`src/design/s4b_pkg.sv`:
```
package s4b_pkg;

    // default frame geometry
    localparam int PAYLOAD_BYTES_DEF = 64;
    localparam int ENCODED_BYTES_DEF = 85;

    // reset values of the sync registers
    localparam logic [7:0] SYNC_FIRST_RST  = 8'hAA;
    localparam logic [7:0] SYNC_SECOND_RST = 8'hD4;

    // crc-16/ccitt-false
    localparam logic [15:0] CRC_INIT = 16'hFFFF;
    localparam logic [15:0] CRC_POLY = 16'h1021;

    // configuration register indexes
    localparam logic REG_SYNC_FIRST  = 1'b0;
    localparam logic REG_SYNC_SECOND = 1'b1;

    // symbol decode result: bad flag over nibble
    localparam logic [4:0] SYM_BAD = 5'h10;

    // front end to decoder control
    typedef struct packed {
        logic go;   // new 40-bit group ready
        logic clr;  // frame start, reload running state
    } t_dec_ctl;

    // decoder status seen by front end and drain
    typedef struct packed {
        logic       busy;
        logic       ok;
        logic [7:0] len;
    } t_dec_stat;

    // reverse 5b-to-4b symbol table
    function automatic logic [4:0] sym_decode(input logic [4:0] sym);
        logic [4:0] res;
        case (sym)
            5'd9:    res = 5'h01;
            5'd10:   res = 5'h04;
            5'd11:   res = 5'h05;
            5'd14:   res = 5'h08;
            5'd15:   res = 5'h09;
            5'd18:   res = 5'h06;
            5'd19:   res = 5'h07;
            5'd20:   res = 5'h02;
            5'd21:   res = 5'h03;
            5'd22:   res = 5'h0A;
            5'd23:   res = 5'h0B;
            5'd26:   res = 5'h0E;
            5'd27:   res = 5'h0F;
            5'd28:   res = 5'h0C;
            5'd29:   res = 5'h0D;
            5'd30:   res = 5'h00;
            default: res = SYM_BAD;
        endcase
        return res;
    endfunction

    // one byte through the crc, msb first
    function automatic logic [15:0] crc_byte(input logic [15:0] crc, input logic [7:0] b);
        logic [15:0] c;
        c = crc ^ {b, 8'h00};
        for (int i = 0; i < 8; i++) begin
            if (c[15]) begin
                c = {c[14:0], 1'b0} ^ CRC_POLY;
            end else begin
                c = {c[14:0], 1'b0};
            end
        end
        return c;
    endfunction

endpackage

```
`src/design/s4b_front.sv`:
```
module s4b_front #(
    parameter int ENCODED_BYTES = s4b_pkg::ENCODED_BYTES_DEF
) (
    input  logic               i_clk,
    input  logic               i_rst_n,
    input  logic               i_cfg_wen,
    input  logic               i_cfg_addr,
    input  logic [7:0]         i_cfg_wdata,
    input  logic               i_rx_valid,
    output logic               o_rx_ready,
    input  logic [7:0]         i_rx_byte,
    input  s4b_pkg::t_dec_stat i_stat,
    input  logic               i_drain_busy,
    output s4b_pkg::t_dec_ctl  o_ctl,
    output logic [39:0]        o_grp,
    output logic               o_start
);

    localparam int FW = $clog2(ENCODED_BYTES + 1);

    typedef enum logic [2:0] {
        ST_SYNC1,
        ST_SYNC2,
        ST_BODY,
        ST_WAIT,
        ST_DRAIN
    } t_state;

    t_state            r_state;
    logic [7:0]        r_sync_first;
    logic [7:0]        r_sync_second;
    logic [FW-1:0]     r_fcnt;
    logic [2:0]        r_gcnt;
    logic [39:0]       r_shift;
    s4b_pkg::t_dec_ctl r_ctl;
    logic              acc;
    logic [FW-1:0]     n_fcnt;

    assign o_rx_ready = (r_state == ST_SYNC1) || (r_state == ST_SYNC2) || (r_state == ST_BODY);
    assign acc        = i_rx_valid && o_rx_ready;
    assign n_fcnt     = r_fcnt + FW'(1);

    // drain may start once the last group has been through the decoder
    assign o_start = (r_state == ST_WAIT) && !r_ctl.go && !i_stat.busy;
    assign o_ctl   = r_ctl;
    assign o_grp   = r_shift;

    // sync registers
    always_ff @(posedge i_clk) begin
        if (!i_rst_n) begin
            r_sync_first  <= s4b_pkg::SYNC_FIRST_RST;
            r_sync_second <= s4b_pkg::SYNC_SECOND_RST;
        end else if (i_cfg_wen) begin
            case (i_cfg_addr)
                s4b_pkg::REG_SYNC_FIRST:  r_sync_first  <= i_cfg_wdata;
                s4b_pkg::REG_SYNC_SECOND: r_sync_second <= i_cfg_wdata;
                default: ;
            endcase
        end
    end

    // decoder strobes: group ready on every fifth body byte, clear on frame start
    always_ff @(posedge i_clk) begin
        if (!i_rst_n) begin
            r_ctl <= '0;
        end else begin
            r_ctl.go  <= acc && (r_state == ST_BODY) && (r_gcnt == 3'd4);
            r_ctl.clr <= acc && (r_state == ST_SYNC2) && (i_rx_byte == r_sync_second);
        end
    end

    // sync hunt, byte collection and frame sequencing
    always_ff @(posedge i_clk) begin
        if (!i_rst_n) begin
            r_state <= ST_SYNC1;
            r_fcnt  <= '0;
            r_gcnt  <= '0;
            r_shift <= '0;
        end else begin
            case (r_state)
                ST_SYNC1: begin
                    if (acc) begin
                        r_state <= (i_rx_byte == r_sync_first) ? ST_SYNC2 : ST_SYNC1;
                    end
                end
                ST_SYNC2: begin
                    if (acc) begin
                        if (i_rx_byte == r_sync_second) begin
                            r_state <= ST_BODY;
                            r_fcnt  <= '0;
                            r_gcnt  <= '0;
                            r_shift <= '0;
                        end else begin
                            r_state <= (i_rx_byte == r_sync_first) ? ST_SYNC2 : ST_SYNC1;
                        end
                    end
                end
                ST_BODY: begin
                    if (acc) begin
                        r_shift <= {r_shift[31:0], i_rx_byte};
                        r_fcnt  <= n_fcnt;
                        if (r_gcnt == 3'd4) begin
                            r_gcnt <= '0;
                        end else begin
                            r_gcnt <= r_gcnt + 3'd1;
                        end
                        if (n_fcnt == FW'(ENCODED_BYTES)) begin
                            r_state <= ST_WAIT;
                        end
                    end
                end
                ST_WAIT: begin
                    if (o_start) begin
                        r_state <= ST_DRAIN;
                    end
                end
                ST_DRAIN: begin
                    if (!i_drain_busy) begin
                        r_state <= ST_SYNC1;
                    end
                end
                default: r_state <= ST_SYNC1;
            endcase
        end
    end

endmodule

```
`src/design/s4b_decode.sv`:
```
module s4b_decode #(
    parameter int PAYLOAD_BYTES = s4b_pkg::PAYLOAD_BYTES_DEF,
    parameter int ENCODED_BYTES = s4b_pkg::ENCODED_BYTES_DEF
) (
    input  logic                          i_clk,
    input  logic                          i_rst_n,
    input  s4b_pkg::t_dec_ctl             i_ctl,
    input  logic [39:0]                   i_grp,
    output s4b_pkg::t_dec_stat            o_stat,
    output logic                          o_wr_en,
    output logic [$clog2(PAYLOAD_BYTES)-1:0] o_wr_addr,
    output logic [7:0]                    o_wr_data
);

    localparam int AW       = $clog2(PAYLOAD_BYTES);
    localparam int DEC_MAX  = (ENCODED_BYTES / 5) * 4;
    localparam int DEC_TOP  = (DEC_MAX > PAYLOAD_BYTES + 3) ? DEC_MAX : PAYLOAD_BYTES + 3;
    localparam int DW       = $clog2(DEC_TOP + 1);
    localparam int CHECK_HI = PAYLOAD_BYTES + 2;
    localparam int CHECK_LO = PAYLOAD_BYTES + 3;

    logic [39:0]   r_grp;
    logic [1:0]    r_step;
    logic          r_busy;
    logic          r_err;
    logic [15:0]   r_crc;
    logic [15:0]   r_check;
    logic [7:0]    r_len;
    logic [DW-1:0] r_dcnt;

    logic [4:0]    hi_sym;
    logic [4:0]    lo_sym;
    logic          bad;
    logic [7:0]    dbyte;
    logic [DW-1:0] waddr_full;
    logic          in_crc;

    // one symbol pair per cycle from the top of the group
    assign hi_sym     = s4b_pkg::sym_decode(r_grp[39:35]);
    assign lo_sym     = s4b_pkg::sym_decode(r_grp[34:30]);
    assign bad        = hi_sym[4] || lo_sym[4];
    assign dbyte      = {hi_sym[3:0], lo_sym[3:0]};
    assign in_crc     = r_dcnt < DW'(CHECK_HI);
    assign waddr_full = r_dcnt - DW'(2);

    // payload store write
    assign o_wr_en   = r_busy && !bad && in_crc && (r_dcnt >= DW'(2));
    assign o_wr_addr = waddr_full[AW-1:0];
    assign o_wr_data = dbyte;

    assign o_stat.busy = r_busy;
    assign o_stat.ok   = !r_err && (r_crc == r_check);
    assign o_stat.len  = r_len;

    // group sequencer
    always_ff @(posedge i_clk) begin
        if (!i_rst_n) begin
            r_busy <= 1'b0;
            r_step <= '0;
        end else if (i_ctl.go && !r_err) begin
            r_busy <= 1'b1;
            r_step <= '0;
        end else if (r_busy) begin
            r_step <= r_step + 2'd1;
            if (bad || r_step == 2'd3) begin
                r_busy <= 1'b0;
            end
        end
    end

    // group data
    always_ff @(posedge i_clk) begin
        if (i_ctl.go) begin
            r_grp <= i_grp;
        end else if (r_busy) begin
            r_grp <= {r_grp[29:0], 10'd0};
        end
    end

    // running frame state
    always_ff @(posedge i_clk) begin
        if (!i_rst_n) begin
            r_err   <= 1'b0;
            r_crc   <= s4b_pkg::CRC_INIT;
            r_check <= '0;
            r_len   <= '0;
            r_dcnt  <= '0;
        end else if (i_ctl.clr) begin
            r_err   <= 1'b0;
            r_crc   <= s4b_pkg::CRC_INIT;
            r_check <= '0;
            r_len   <= '0;
            r_dcnt  <= '0;
        end else if (r_busy) begin
            if (bad) begin
                r_err <= 1'b1;
            end else begin
                if (in_crc) begin
                    r_crc <= s4b_pkg::crc_byte(r_crc, dbyte);
                end
                if (r_dcnt == '0) begin
                    r_len <= dbyte;
                end
                if (r_dcnt == DW'(CHECK_HI)) begin
                    r_check[15:8] <= dbyte;
                end
                if (r_dcnt == DW'(CHECK_LO)) begin
                    r_check[7:0] <= dbyte;
                end
                r_dcnt <= r_dcnt + DW'(1);
            end
        end
    end

    // a group never lands on one still being decoded
    a_go_idle: assert property (@(posedge i_clk) disable iff (!i_rst_n)
        i_ctl.go |-> !r_busy)
        else $error("group issued while decoder busy");

    // frame start never cuts into a group
    a_clr_idle: assert property (@(posedge i_clk) disable iff (!i_rst_n)
        i_ctl.clr |-> !r_busy && !i_ctl.go)
        else $error("frame start while decoder busy");

endmodule

```
`src/design/s4b_drain.sv`:
```
module s4b_drain #(
    parameter int PAYLOAD_BYTES = s4b_pkg::PAYLOAD_BYTES_DEF
) (
    input  logic                             i_clk,
    input  logic                             i_rst_n,
    input  logic                             i_wr_en,
    input  logic [$clog2(PAYLOAD_BYTES)-1:0] i_wr_addr,
    input  logic [7:0]                       i_wr_data,
    input  logic                             i_start,
    input  s4b_pkg::t_dec_stat               i_stat,
    output logic                             o_active,
    output logic                             o_out_valid,
    input  logic                             i_out_ready,
    output logic [7:0]                       o_out_byte,
    output logic                             o_out_last,
    output logic                             o_out_is_pad
);

    localparam int AW = $clog2(PAYLOAD_BYTES);
    localparam int CW = $clog2(PAYLOAD_BYTES + 1);

    logic [7:0]    mem [PAYLOAD_BYTES];
    logic [7:0]    r_rdata;
    logic          r_active;
    logic          r_pad;
    logic [CW-1:0] r_idx;
    logic [CW-1:0] r_cnt;
    logic          r_ovalid;
    logic [7:0]    r_obyte;
    logic          r_olast;
    logic          r_opad;

    logic [CW-1:0] n_idx;
    logic [CW-1:0] idx_inc;
    logic [CW-1:0] len_sat;
    logic          load;

    assign len_sat = (i_stat.len > 8'(PAYLOAD_BYTES)) ? CW'(PAYLOAD_BYTES)
                                                     : CW'(i_stat.len);
    assign idx_inc = r_idx + CW'(1);
    assign load    = r_active && (r_idx != r_cnt) && (!r_ovalid || i_out_ready);
    assign n_idx   = i_start ? '0 : (load ? idx_inc : r_idx);

    assign o_active     = r_active;
    assign o_out_valid  = r_ovalid;
    assign o_out_byte   = r_obyte;
    assign o_out_last   = r_olast;
    assign o_out_is_pad = r_opad;

    // payload store, read address runs one ahead so data is ready at load
    always_ff @(posedge i_clk) begin
        if (i_wr_en) begin
            mem[i_wr_addr] <= i_wr_data;
        end
        r_rdata <= mem[n_idx[AW-1:0]];
    end

    // readout sequencer
    always_ff @(posedge i_clk) begin
        if (!i_rst_n) begin
            r_active <= 1'b0;
            r_idx    <= '0;
            r_cnt    <= '0;
            r_pad    <= 1'b0;
        end else if (i_start) begin
            r_active <= 1'b1;
            r_idx    <= '0;
            r_cnt    <= i_stat.ok ? len_sat : CW'(PAYLOAD_BYTES);
            r_pad    <= !i_stat.ok;
        end else if (r_active) begin
            r_idx <= n_idx;
            if (r_idx == r_cnt) begin
                r_active <= 1'b0;
            end
        end
    end

    // output register
    always_ff @(posedge i_clk) begin
        if (!i_rst_n) begin
            r_ovalid <= 1'b0;
        end else if (load) begin
            r_ovalid <= 1'b1;
        end else if (i_out_ready) begin
            r_ovalid <= 1'b0;
        end
    end

    always_ff @(posedge i_clk) begin
        if (load) begin
            r_obyte <= r_pad ? 8'd0 : r_rdata;
            r_olast <= (idx_inc == r_cnt);
            r_opad  <= r_pad;
        end
    end

    // a new readout never starts over a running one
    a_start_idle: assert property (@(posedge i_clk) disable iff (!i_rst_n)
        i_start |-> !r_active)
        else $error("readout started while active");

    // index never runs past the item count
    a_idx_range: assert property (@(posedge i_clk) disable iff (!i_rst_n)
        r_active |-> r_idx <= r_cnt)
        else $error("readout index past count");

    // the store is not written while it is being read out
    a_no_write: assert property (@(posedge i_clk) disable iff (!i_rst_n)
        r_active |-> !i_wr_en)
        else $error("store written during readout");

endmodule

```
`src/design/sync_4b5b_crc_packet_receiver_top.sv`:
```
// 4b5b frame receiver with crc-16/ccitt-false check. Line bytes come in on
// the rx channel; the block hunts for the two sync bytes (registers 0 and 1),
// then takes ENCODED_BYTES body bytes at one request per cycle. Every fifth
// body byte hands a 40-bit group to the decoder, which turns one symbol pair
// into a frame byte per cycle and folds it into the crc. After the last body
// byte rx ready stays low while the last group finishes, then while the
// payload store is read out: one result a cycle when the output side takes
// them, min(length, PAYLOAD_BYTES) payload bytes on a good frame or
// PAYLOAD_BYTES zero bytes with out_is_pad on a symbol or crc error. Ready
// returns once the readout has gone idle and the front end has left its
// drain state.
module sync_4b5b_crc_packet_receiver_top #(
    parameter int PAYLOAD_BYTES = s4b_pkg::PAYLOAD_BYTES_DEF,
    parameter int ENCODED_BYTES = s4b_pkg::ENCODED_BYTES_DEF
) (
    input  logic       i_clk,
    input  logic       i_rst_n,
    input  logic       i_cfg_wen,
    input  logic       i_cfg_addr,
    input  logic [7:0] i_cfg_wdata,
    input  logic       i_rx_valid,
    output logic       o_rx_ready,
    input  logic [7:0] i_rx_byte,
    output logic       o_out_valid,
    input  logic       i_out_ready,
    output logic [7:0] o_out_byte,
    output logic       o_out_last,
    output logic       o_out_is_pad
);

    localparam int AW = $clog2(PAYLOAD_BYTES);

    s4b_pkg::t_dec_ctl  dec_ctl;
    s4b_pkg::t_dec_stat dec_stat;
    logic [39:0]        grp;
    logic               drain_start;
    logic               drain_busy;
    logic               wr_en;
    logic [AW-1:0]      wr_addr;
    logic [7:0]         wr_data;

    // sync hunt and byte collection
    s4b_front #(
        .ENCODED_BYTES (ENCODED_BYTES)
    ) u_front (
        .i_clk        (i_clk),
        .i_rst_n      (i_rst_n),
        .i_cfg_wen    (i_cfg_wen),
        .i_cfg_addr   (i_cfg_addr),
        .i_cfg_wdata  (i_cfg_wdata),
        .i_rx_valid   (i_rx_valid),
        .o_rx_ready   (o_rx_ready),
        .i_rx_byte    (i_rx_byte),
        .i_stat       (dec_stat),
        .i_drain_busy (drain_busy),
        .o_ctl        (dec_ctl),
        .o_grp        (grp),
        .o_start      (drain_start)
    );

    // symbol decode and crc
    s4b_decode #(
        .PAYLOAD_BYTES (PAYLOAD_BYTES),
        .ENCODED_BYTES (ENCODED_BYTES)
    ) u_decode (
        .i_clk     (i_clk),
        .i_rst_n   (i_rst_n),
        .i_ctl     (dec_ctl),
        .i_grp     (grp),
        .o_stat    (dec_stat),
        .o_wr_en   (wr_en),
        .o_wr_addr (wr_addr),
        .o_wr_data (wr_data)
    );

    // payload store and result output
    s4b_drain #(
        .PAYLOAD_BYTES (PAYLOAD_BYTES)
    ) u_drain (
        .i_clk        (i_clk),
        .i_rst_n      (i_rst_n),
        .i_wr_en      (wr_en),
        .i_wr_addr    (wr_addr),
        .i_wr_data    (wr_data),
        .i_start      (drain_start),
        .i_stat       (dec_stat),
        .o_active     (drain_busy),
        .o_out_valid  (o_out_valid),
        .i_out_ready  (i_out_ready),
        .o_out_byte   (o_out_byte),
        .o_out_last   (o_out_last),
        .o_out_is_pad (o_out_is_pad)
    );

endmodule
```
`config.mk`:
```
export PLATFORM = sky130hd
export DESIGN_NAME = sync_4b5b_crc_packet_receiver_top
export DESIGN_NICKNAME = d
export VERILOG_FILES = /design/src/design/s4b_pkg.sv /design/src/design/s4b_front.sv /design/src/design/s4b_decode.sv /design/src/design/s4b_drain.sv /design/src/design/sync_4b5b_crc_packet_receiver_top.sv
export SDC_FILE = /design/constraint.sdc
export NUM_CORES = 1
export LEC_CHECK = 0
export BUFFER_PORTS_ARGS = -buffer_cell sky130_fd_sc_hd__buf_4
export CORE_ASPECT_RATIO = 2
export CORE_MARGIN = 2
export CORE_UTILIZATION = 60
export DETAILED_ROUTE_END_ITERATION = 7
export HOLD_SLACK_MARGIN = 0.08
export PLACE_DENSITY = 0.83
export REMOVE_ABC_BUFFERS = 1
export SYNTH_ARGS = -nofsm -noshare
export SYNTH_HDL_FRONTEND = slang
export SYNTH_SLANG_ARGS = --single-unit
```
`constraint.sdc`:
```
create_clock -name i_clk -period 4.3 [get_ports i_clk]
set_input_delay 0.645 -clock i_clk [delete_from_list [all_inputs] [get_ports i_clk]]
set_output_delay 0.645 -clock i_clk [all_outputs]
set_load 0.02 [all_outputs]
```
==> results.sh <==
export IMPL_final_nets=2355
export IMPL_p_sw_frac=0.194
export IMPL_synth_top_area_frac=0.575
export IMPL_crit_type="flop to flop"
export IMPL_maxSlewHeadroom=0.172
export IMPL_dieHeight_um=317
export IMPL_grt_remaining_overflow=0
export IMPL_pwr_share_seq=0.589
export IMPL_cp_arrival_ns=4.69
export IMPL_seq_area_um2=20000
export IMPL_pwr_share_comb=0.007
export IMPL_synthFlopType="edfxtp_1"
export IMPL_clkLatencyLatePin_ns=0.61
export IMPL_nFillCells=3355
export IMPL_fmax_mhz=238
export IMPL_end_kind="flop"
export IMPL_vias=18600
export IMPL_cts_root_buf="clkbuf_16"
export IMPL_period_share=0.978
export IMPL_p_leak_nw=11.3
export IMPL_diodes=0
export IMPL_async_flop_share=0
export IMPL_ys_warn_count=0
export IMPL_place_hpwl_um=49300
export IMPL_wl_per_cell_um=24.5
export IMPL_path_clk_slew_ns=0.07
export IMPL_row_count=114
export IMPL_maxCapViolCount=0
export IMPL_maxSlewViolCount=0
export IMPL_powerDensity_nw_per_um2=389
export IMPL_cts_inserted_buffers=56
export IMPL_multiInputGateArea_um2=8740
export IMPL_final_area_um2=32300
export IMPL_setup_ws_ns=0.0942
export IMPL_seq_area_frac_synth=0.682
export IMPL_setup_violations=0
export IMPL_cp_max_fo=44
export IMPL_fin_crit_ns=4.21
export IMPL_placed_area_um2=30500
export IMPL_area_growth_pct=9.91
export IMPL_fin_skew_ns=0.0223
export IMPL_setup_tns_ns=0
export IMPL_rsz0062_at_grt="no"
export IMPL_worst_hold_slack_ns=0.261
export IMPL_finalPower_w=0.0126
export IMPL_htreeDepth=2
export IMPL_antenna_found_initial=0
export IMPL_start_kind="flop"
export IMPL_netlist_area_um2=29400
export IMPL_avgSynthCellArea_um2=12.9
export IMPL_grt_pass1_wl_um=111000
export IMPL_cts_tree="yes"
export IMPL_rrSetupSlack_ns=0.09
export IMPL_cp_required_ns=4.78
export IMPL_clock_power_share=0.404
export IMPL_hold_viol_final=0
export IMPL_core_um2=48400
export IMPL_avgViaCountPerCell=6.22
export IMPL_synthTopCellsByArea="edfxtp_1 (57%), dfxtp_1 (11%), nand2_1 (4.7%), mux2i_1 (4.2%), a21oi_1 (1.9%)"
export IMPL_synth_edf_count=562
export IMPL_drt_iter0_drc=1822
export IMPL_dp_slack_ns=-0.189
export IMPL_grt_pass1_vias=19000
export IMPL_yosysUniqueCellTypes=63
export IMPL_hold_path_class="input pin to flop"
export IMPL_gp_congestion=0.993
export IMPL_dieArea_um2=50800
export IMPL_tightest_slew_ns=1.24
export IMPL_yosysMostFrequentCell="edfxtp_1"
export IMPL_dr_pass1_iters=5
export IMPL_dieWidth_um=160
export IMPL_final_layout_size_suffix_gt1_frac=0.108
export IMPL_ir_worst_vdd_mv=0.393
export IMPL_internal_power_w=0.0101
export IMPL_place_port_buffers=33
export IMPL_wirelength_um=73300
export IMPL_cts_sinks=719
export IMPL_synthCells=2284
export IMPL_io_pins=34
export IMPL_status="finished clean"
export IMPL_ant_nets=0
export IMPL_clock_path_buffers=3
export IMPL_synth_top_area_cell="edfxtp_1"
export IMPL_synth_seq_cells=719
export IMPL_track_usage=0.289
export IMPL_synth_commonest_cells="edfxtp_1 (562), nand2_1 (365), dfxtp_1 (157), nor2_1 (139), mux2i_1 (123)"
export IMPL_grt_max_degree=80
export IMPL_power_switching_w=0.00243
export IMPL_remaining_drc_errors=0
export IMPL_initial_utilization=0.607
final timing paths:
kind	startpoint	end	cells past startpoint
worst min-delay path	i_cfg_wdata[6]	u_front.r_sync_second[6]	3
worst max-delay path	u_drain.r_idx[2]	u_drain.r_rdata[4]	12
worst min register to register	u_front.r_sync_second[1]	u_front.r_sync_second[1]	2
worst max register to register	u_drain.r_idx[2]	u_drain.r_rdata[4]	12
power by group through the flow:
stage | combinational, W | clock, W | sequential [W]
6_report | 0.0000853 | 0.00507 | 0.00739
5_1_grt | 0.0000931 | 0.00534 | 0.00739
4_1_cts | 0.0000859 | 0.00512 | 0.00739
3_5_place_dp | 0.0000856 | 0 | 0.00755
3_3_place_gp | 0.0000835 | 0 | 0.00755
2_1_floorplan | 0.0000410 | 0 | 0.00755
layer usage:
layer,global-route usage,part of all wire,wire length [um],vias up
li1,-,-,-,8465
met1,0.297,0.32,23500,9070
met2,0.533,0.53,39100,853
met3,0.0348,0.059,4360,256
met4,0.225,0.086,6340,0
met5,0,0,0,-
flip-flops by register name, summed over array words and instances, names as in the netlist, 8 cells and up:
register               cells
u_decode.r_check          16
u_decode.r_crc            16
u_decode.r_grp            40
u_decode.r_len             8
u_drain.mem              512
u_drain.o_out_byte         8
u_drain.r_rdata            8
u_front.o_grp             40
u_front.r_sync_first       8
u_front.r_sync_second      8
timing repair:
item / in CTS / in global routing
setup buffers: 0 / 0
hold buffers: 0 / 0
setup endpoints to repair: 3 / 4
cloned: 0 / 0
resized for setup: 3 / 4
critical path, stage by stage (launching register included):
cell and delay (ns):
dfxtp_1 0.54, xor2_2 0.17, or3_4 0.45, o31a_1 0.26, o221a_4 0.34, and2_4 0.35
buf_4 0.26, nand2_1 0.09, a21oi_1 0.06, or4_1 0.53, a2111oi_1 0.73, buf_4 0.24
a211oi_1 0.05
cell families (layout without fill, tap and decap cells):
| group | Yosys count | in the layout | share of synthesized area |
|---|---|---|---|
| simple gates | 747 | 747 | 0.115 |
| flops | 719 | 719 | 0.682 |
| fa+ha+maj | 15 | 15 | 0.00639 |
| mux | 165 | 165 | 0.0582 |
| compound gates | 399 | 399 | 0.0910 |
| buf+inv | 156 | 232 | 0.0225 |
| xor+xnor | 83 | 83 | 0.0250 |
layout by cell type, fill, tap and decap left out, types with 19 or more instances in the layout:
master     instances
a211oi_1          40
a21oi_1          110
a221o_1           21
a22oi_1           44
a31oi_1           35
and2_1            19
buf_4             99
clkbuf_16         60
dfxtp_1          148
edfxtp_1         562
inv_1             29
mux2_2            40
mux2i_1          123
nand2_1          365
nand3_1           37
nor2_1           139
nor2b_1           72
nor3_1            21
o21ai_0           32
o22ai_1           27
xnor2_1           53
xor2_1            29
final cells by class:
type	count	share of cell area
clock inverters	23	0.00488
well taps	638	0.0247
repair buffers	103	0.0255
clock buffers	77	0.0500
inverters	29	0.00337
flip-flops and latches	719	0.621
multi-input cells	1409	0.271
per-stage QoR:
stage | instances | utilization
floorplan | 2157 | -
global placement | 2898 | 0.631
detailed placement | 2898 | 0.631
CTS | 2998 | 0.667
global route | 2998 | 0.668
finish | 2998 | 0.668
No activity file was read; power rests on OpenSTA's default activity.
